[src/design/b62e_pkg.sv]
package b62e_pkg;

    // Field widths of the two channels.
    localparam int VALUE_W = 64;
    localparam int COUNT_W = 5;
    localparam int CHAR_W  = 7;

    // Longest run of characters that one item can ask for.
    localparam int MAX_DIGITS = 16;
    localparam int IDX_W      = $clog2(MAX_DIGITS);

    // Radix and the width of one base-62 digit value.
    localparam int RADIX = 62;
    localparam int REM_W = 6;

    // Long division works through the value one byte per step.
    localparam int CHUNK_W = 8;
    localparam int STEPS   = VALUE_W / CHUNK_W;
    localparam int STEP_W  = $clog2(STEPS);

    // Reciprocal of the radix, scaled by 2**RECIP_SHIFT and rounded down.
    localparam int RECIP_SHIFT = 16;
    localparam int RECIP       = (1 << RECIP_SHIFT) / RADIX;

    // ASCII offsets of the three alphabet bands.
    localparam logic [CHAR_W-1:0] CHAR_DIGIT_BASE = 7'h30;
    localparam logic [CHAR_W-1:0] CHAR_UPPER_BASE = 7'h41 - 7'd10;
    localparam logic [CHAR_W-1:0] CHAR_LOWER_BASE = 7'h61 - 7'd36;

    // Sequencer states.
    typedef enum logic [2:0] {
        ST_IDLE,
        ST_DIVIDE,
        ST_CHECK,
        ST_READ,
        ST_SHOW,
        ST_ERROR
    } b62e_state_t;

    // Maps a digit value to its character in 0-9, A-Z, a-z.
    function automatic logic [CHAR_W-1:0] digit_to_ascii(input logic [REM_W-1:0] d);
        logic [CHAR_W-1:0] base;
        case (d) inside
            [6'd0:6'd9]:   base = CHAR_DIGIT_BASE;
            [6'd10:6'd35]: base = CHAR_UPPER_BASE;
            default:       base = CHAR_LOWER_BASE;
        endcase
        return base + CHAR_W'(d);
    endfunction

endpackage

[src/design/base62_fixed_width_encoder.sv]
// Base-62 fixed-width encoder.
// An input beat (s_value, s_digit_count) is taken on the s_valid/s_ready
// handshake. The value comes back as exactly s_digit_count characters on
// the m_ channel, most significant first, from the alphabet 0-9, A-Z, a-z,
// padded with '0'. A count of zero is treated as one; counts above 16 are
// held at 16. If the value needs more digits than asked for, a single beat
// with m_too_large and m_last set and m_digit_char zero is sent instead.
// m_last marks the final beat of every run.
// Each digit is found by a long division by 62 in a shared divide step that
// takes one byte per cycle; once the remaining quotient is zero, each further
// digit is written as zero without dividing. After the divisions a check
// state tests for overflow, then each character passes through a read state
// and the digit store's read register before it is shown.
// One item is handled at a time: s_ready is high only when the block idles.
// A stalled receiver simply holds the block in its output state with the
// beat unchanged. Reset returns the block to idle with no beat pending.
module base62_fixed_width_encoder
    import b62e_pkg::*;
(
    input  logic               aclk,
    input  logic               aresetn,
    input  logic               s_valid,
    output logic               s_ready,
    input  logic [VALUE_W-1:0] s_value,
    input  logic [COUNT_W-1:0] s_digit_count,
    output logic               m_valid,
    input  logic               m_ready,
    output logic [CHAR_W-1:0]  m_digit_char,
    output logic               m_last,
    output logic               m_too_large
);

    b62e_state_t        state_reg, state_next;
    logic [VALUE_W-1:0] n_reg, n_next;
    logic [REM_W-1:0]   rem_reg, rem_next;
    logic [STEP_W-1:0]  step_reg, step_next;
    logic [IDX_W-1:0]   idx_reg, idx_next;
    logic [IDX_W-1:0]   last_idx_reg, last_idx_next;

    logic [REM_W-1:0]   digit_mem [MAX_DIGITS];
    logic [REM_W-1:0]   rd_data_reg;
    logic               mem_we;
    logic [REM_W-1:0]   mem_wdata;

    logic [REM_W-1:0]   div_rem_in;
    logic [CHUNK_W-1:0] div_quo;
    logic [REM_W-1:0]   div_rem_out;
    logic               zero_skip;
    logic               last_step;
    logic               digit_done;
    logic               in_beat;
    logic               out_beat;
    logic [IDX_W-1:0]   count_last;

    assign in_beat  = s_valid && s_ready;
    assign out_beat = m_valid && m_ready;

    // Index of the final character, with the count held to 1..MAX_DIGITS.
    always_comb begin
        if (s_digit_count == '0) begin
            count_last = '0;
        end else if (int'(s_digit_count) > MAX_DIGITS) begin
            count_last = IDX_W'(MAX_DIGITS - 1);
        end else begin
            count_last = IDX_W'(s_digit_count - COUNT_W'(1));
        end
    end

    // Shared divide step: the remainder starts from zero on every digit.
    assign div_rem_in = (step_reg == '0) ? '0 : rem_reg;

    b62e_divstep u_divstep (
        .rem_in  (div_rem_in),
        .chunk   (n_reg[VALUE_W-1 -: CHUNK_W]),
        .quo     (div_quo),
        .rem_out (div_rem_out)
    );

    // Once the quotient is zero the remaining digits are all zero.
    assign zero_skip  = (state_reg == ST_DIVIDE) && (step_reg == '0) && (n_reg == '0);
    assign last_step  = (step_reg == STEP_W'(STEPS - 1));
    assign digit_done = (state_reg == ST_DIVIDE) && (zero_skip || last_step);

    // Next state.
    always_comb begin
        state_next = state_reg;
        case (state_reg)
            ST_IDLE: begin
                if (in_beat) state_next = ST_DIVIDE;
            end
            ST_DIVIDE: begin
                if (digit_done && idx_reg == '0) state_next = ST_CHECK;
            end
            ST_CHECK: begin
                state_next = (n_reg != '0) ? ST_ERROR : ST_READ;
            end
            ST_READ: begin
                state_next = ST_SHOW;
            end
            ST_SHOW: begin
                if (out_beat) state_next = (idx_reg == last_idx_reg) ? ST_IDLE : ST_READ;
            end
            ST_ERROR: begin
                if (out_beat) state_next = ST_IDLE;
            end
            default: state_next = ST_IDLE;
        endcase
    end

    // Datapath: dividend, remainder, step and character index.
    always_comb begin
        n_next        = n_reg;
        rem_next      = rem_reg;
        step_next     = step_reg;
        idx_next      = idx_reg;
        last_idx_next = last_idx_reg;
        mem_we        = 1'b0;
        mem_wdata     = div_rem_out;
        case (state_reg)
            ST_IDLE: begin
                if (in_beat) begin
                    n_next        = s_value;
                    step_next     = '0;
                    idx_next      = count_last;
                    last_idx_next = count_last;
                end
            end
            ST_DIVIDE: begin
                if (zero_skip) begin
                    mem_we    = 1'b1;
                    mem_wdata = '0;
                end else begin
                    n_next    = {n_reg[VALUE_W-CHUNK_W-1:0], div_quo};
                    rem_next  = div_rem_out;
                    step_next = last_step ? '0 : step_reg + STEP_W'(1);
                    mem_we    = last_step;
                end
                if (digit_done && idx_reg != '0) idx_next = idx_reg - IDX_W'(1);
            end
            ST_SHOW: begin
                if (out_beat && idx_reg != last_idx_reg) idx_next = idx_reg + IDX_W'(1);
            end
            default: ;
        endcase
    end

    // Outputs.
    always_comb begin
        s_ready      = 1'b0;
        m_valid      = 1'b0;
        m_digit_char = '0;
        m_last       = 1'b0;
        m_too_large  = 1'b0;
        case (state_reg)
            ST_IDLE: begin
                s_ready = 1'b1;
            end
            ST_SHOW: begin
                m_valid      = 1'b1;
                m_digit_char = digit_to_ascii(rd_data_reg);
                m_last       = (idx_reg == last_idx_reg);
            end
            ST_ERROR: begin
                m_valid     = 1'b1;
                m_last      = 1'b1;
                m_too_large = 1'b1;
            end
            default: ;
        endcase
    end

    // Control registers.
    always_ff @(posedge aclk) begin
        if (!aresetn) begin
            state_reg <= ST_IDLE;
            step_reg  <= '0;
        end else begin
            state_reg <= state_next;
            step_reg  <= step_next;
        end
    end

    // Payload registers.
    always_ff @(posedge aclk) begin
        n_reg        <= n_next;
        rem_reg      <= rem_next;
        idx_reg      <= idx_next;
        last_idx_reg <= last_idx_next;
    end

    // Digit store, filled least significant first and read back in order.
    always_ff @(posedge aclk) begin
        if (mem_we) digit_mem[idx_reg] <= mem_wdata;
        rd_data_reg <= digit_mem[idx_reg];
    end

endmodule

[src/design/b62e_divstep.sv]
module b62e_divstep
    import b62e_pkg::*;
(
    input  logic [REM_W-1:0]   rem_in,
    input  logic [CHUNK_W-1:0] chunk,
    output logic [CHUNK_W-1:0] quo,
    output logic [REM_W-1:0]   rem_out
);

    localparam int V_W    = REM_W + CHUNK_W;
    localparam int PROD_W = V_W + RECIP_SHIFT;

    logic [V_W-1:0]     partial;
    logic [PROD_W-1:0]  prod;
    logic [CHUNK_W-1:0] quo_est;
    logic [V_W-1:0]     rem_wide;
    logic [REM_W:0]     rem_est;

    // The running remainder with the next byte appended.
    assign partial = {rem_in, chunk};

    // Reciprocal estimate: exact or one short of the true quotient.
    assign prod    = PROD_W'(partial) * PROD_W'(RECIP);
    assign quo_est = prod[RECIP_SHIFT +: CHUNK_W];

    // Remainder of the estimate, below twice the radix.
    assign rem_wide = partial - V_W'(quo_est) * V_W'(RADIX);
    assign rem_est  = rem_wide[REM_W:0];

    // One compare and subtract settles the estimate.
    always_comb begin
        if (rem_est >= (REM_W+1)'(RADIX)) begin
            quo     = quo_est + CHUNK_W'(1);
            rem_out = REM_W'(rem_est - (REM_W+1)'(RADIX));
        end else begin
            quo     = quo_est;
            rem_out = rem_est[REM_W-1:0];
        end
    end

endmodule

[config.mk]
export PLATFORM = sky130hd
export DESIGN_NAME = base62_fixed_width_encoder
export DESIGN_NICKNAME = d
export VERILOG_FILES = /design/src/design/b62e_pkg.sv /design/src/design/base62_fixed_width_encoder.sv /design/src/design/b62e_divstep.sv
export SDC_FILE = /design/constraint.sdc
export NUM_CORES = 1
export LEC_CHECK = 0
export BUFFER_PORTS_ARGS = -buffer_cell sky130_fd_sc_hd__buf_4
export CAP_MARGIN = 40
export CELL_PAD_IN_SITES_DETAIL_PLACEMENT = 0
export CELL_PAD_IN_SITES_GLOBAL_PLACEMENT = 1
export CORE_MARGIN = 2
export CORE_UTILIZATION = 28
export CTS_CLUSTER_DIAMETER = 100
export DETAILED_ROUTE_END_ITERATION = 12
export GPL_TIMING_DRIVEN = 0
export PLACE_DENSITY_LB_ADDON = 0.08
export SYNTH_ARGS = -nofsm -noshare
export SYNTH_HDL_FRONTEND = slang
export SYNTH_SLANG_ARGS = --single-unit
export TNS_END_PERCENT = 5
[constraint.sdc]
create_clock -name aclk -period 12.42 [get_ports aclk]
set_clock_uncertainty 0.2 [all_clocks]
set_input_delay 2.484 -clock aclk [delete_from_list [all_inputs] [get_ports aclk]]
set_output_delay 2.484 -clock aclk [all_outputs]
set_load 0.02 [all_outputs]
==> reports/metrics.cfg <==
[run_status]
status=completed

[sta]
rsz0062_at_grt=false
slew_violations=0
worst_pin_slew_ns=0.7851
setup_viol=0
final_hold_viol_count=0
max_freq_mhz=108.9
timing.slew.headroom_pct=47.55
post-route-min-period_ns=9.181
finalCritPeriodShare_pct=73.92
fin_setup_tns_ns=0

[critical_path]
cp_slowest_cell=fa_1
slowest_delay_ns=0.62
worstSetupPathType=reg2reg
reg2reg_depth=28
arrival_ns=9.26
worstPathRequired_ns=12.50
cp-end-kind=flip-flop
crit_path_start_kind=flip-flop
crit_fanout=10
cpMostUsedCell=ha_1

[clock_tree]
clock_latency_ns=0.44
cts_max_path_buffers=2
ctsResizeCount=0
tritoncts=yes
cts_buffers=17
clkTransAtPathRegs_ns=0.07
postCtsSetupRepairBufs=0
clock_sinks=186
cts-root-buf=clkbuf_16
cts_hold_buf=0
htreeDepth=4

[floorplan]
io_pins=84
die_w_um=192.8
initial_utilization_pct=28.26
die_h_um=192.8
design.die.area_sq_um=37160
num_rows=69
coreArea_sq_um=35310

[global_route]
antenna_found_initial=1
overflow=0
grt_max_degree=26
grt_pass1_wl_um=39960
grt_pass1_vias=6911
grtUsageTotal_pct=14.49

[cells_and_area]
layout-area-overhead-vs-synth_pct=19.34
largest_reg_flops=96
fin_nets=1096
layout_common_cells=198 x nand2_1, 174 x edfxtp_1, 87 x buf_4
layout_commonest_cell=nand2_1
n_antenna_cell=0
utilization_pct=33.72
fillers=3560
drive_above_1_share_pct=18.55

[route]
num_vias=6495
ant_nets=0
wl_met3_um=823
drtPass1Iterations=5
drcViolationCount=0
postRouteWirelength_um=25740
initialDrtViolationCount=342
drt-wirelength-per-cell_um=18.19
top_layer=met4
vias_per_cell=4.590
route.met2.wl_um=12000
wl_met1_um=12760

[worst_hold_path]
hold_depth=2
min_path_type=reg2reg

[synth]
synth_fp_nets=976
ys_seq_area_share_pct=54.78
ys_ff_latch=186
ys.warnings.count=0
syn_inst=822
async_flop_share_pct=0
syn_avg_cell_area_sq_um=12.14
netlist_area_sq_um=9977
synthFlopType=edfxtp_1
synth_edf_count=174
ys_types=65

[placed_design]
routabilityCongestion=0.7048
portBuffers=83
dp_hpwl_um=20050

[flow_run]
drv_cap=0

-- through the flow --
stage,cells,worst slack [ns],hold slack (ns),area [sq um]
5_1_grt,1415,2.482,0.3709,11910
2_1_floorplan,822,4.195,0.2925,9977
3_3_place_gp,1366,2.654,0.3308,11180
6_report,1415,3.239,0.3485,11910
3_5_place_dp,1384,3.112,0.3297,11370
4_1_cts,1415,3.010,0.3487,11910
-- routing by layer --
metal	up-vias	GRT usage [%]
li1	3235	-
met1	3149	20.51
met2	100	23.27
met3	11	2.528
met4	0	2.907
met5	-	0
-- synthesized netlist by cell type, types with 3 or more instances --
library cell	count	share of area, %
o21ai_1	14	0.70
and2_1	12	0.75
nor3_1	12	0.60
o211ai_1	3	0.23
inv_1	31	1.2
o21ai_0	16	0.80
mux2i_1	4	0.40
ha_1	74	9.3
mux4_2	30	6.8
nor4_1	17	1.1
xor2_1	9	0.79
nand3_1	5	0.25
a21o_1	7	0.53
xnor2_1	28	2.5
a211oi_1	3	0.23
and3_1	3	0.19
nor2_1	34	1.3
nand4_1	6	0.38
fa_1	7	1.4
dfxtp_1	12	2.4
nand2_1	198	7.4
edfxtp_1	174	52
a21oi_1	25	1.3
buf_1	8	0.30
clkbuf_1	22	0.83
nor2b_1	10	0.63
nand2b_1	10	0.63
-- worst paths after layout --
check              startpoint              end  slack (ns)
hold / removal      n_reg[37]        n_reg[45]        0.35
setup / recovery  step_reg[0]  digit_mem[9][4]        3.24
hold reg to reg     n_reg[37]        n_reg[45]        0.35
setup reg to reg  step_reg[0]  digit_mem[9][4]        3.24
-- critical path, delay by kind of cell, from the launching register on --
| family | cells | cell delay [ns] |
|---|---|---|
| fa+ha+maj | 10 | 3.74 |
| buf+inv | 3 | 0.43 |
| flops | 1 | 0.38 |
| compound gates | 4 | 1.06 |
| xor+xnor | 7 | 2.23 |
| simple gates | 4 | 0.97 |
-- final cells by class --
class	instances	area (sq um)	area share, %
sequential	186	5465	45.90
multi-input combinational	572	4272	35.88
timing repair buffer	101	805.8	6.768
tap	461	576.8	4.844
clock buffer	17	425.4	3.573
buffer	31	123.9	1.040
inverter	33	123.9	1.040
clock inverter	14	113.9	0.9563
-- cell families (layout without fill, tap and decap cells) --
group | after synthesis | in the layout | synth area share (%)
AO/OA/AOI/OAI | 96 | 96 | 6.421
XOR/XNOR | 39 | 39 | 3.725
adder cells (fa/ha/maj) | 82 | 82 | 10.79
buffers and inverters | 64 | 196 | 2.483
flip-flops | 186 | 186 | 54.78
multiplexers | 37 | 37 | 7.587
AND/OR/NAND/NOR | 318 | 318 | 14.22
Power is left out: the tool's default activity adds up to more than one toggle a clock period on the data nets, which glitch-free logic cannot reach.
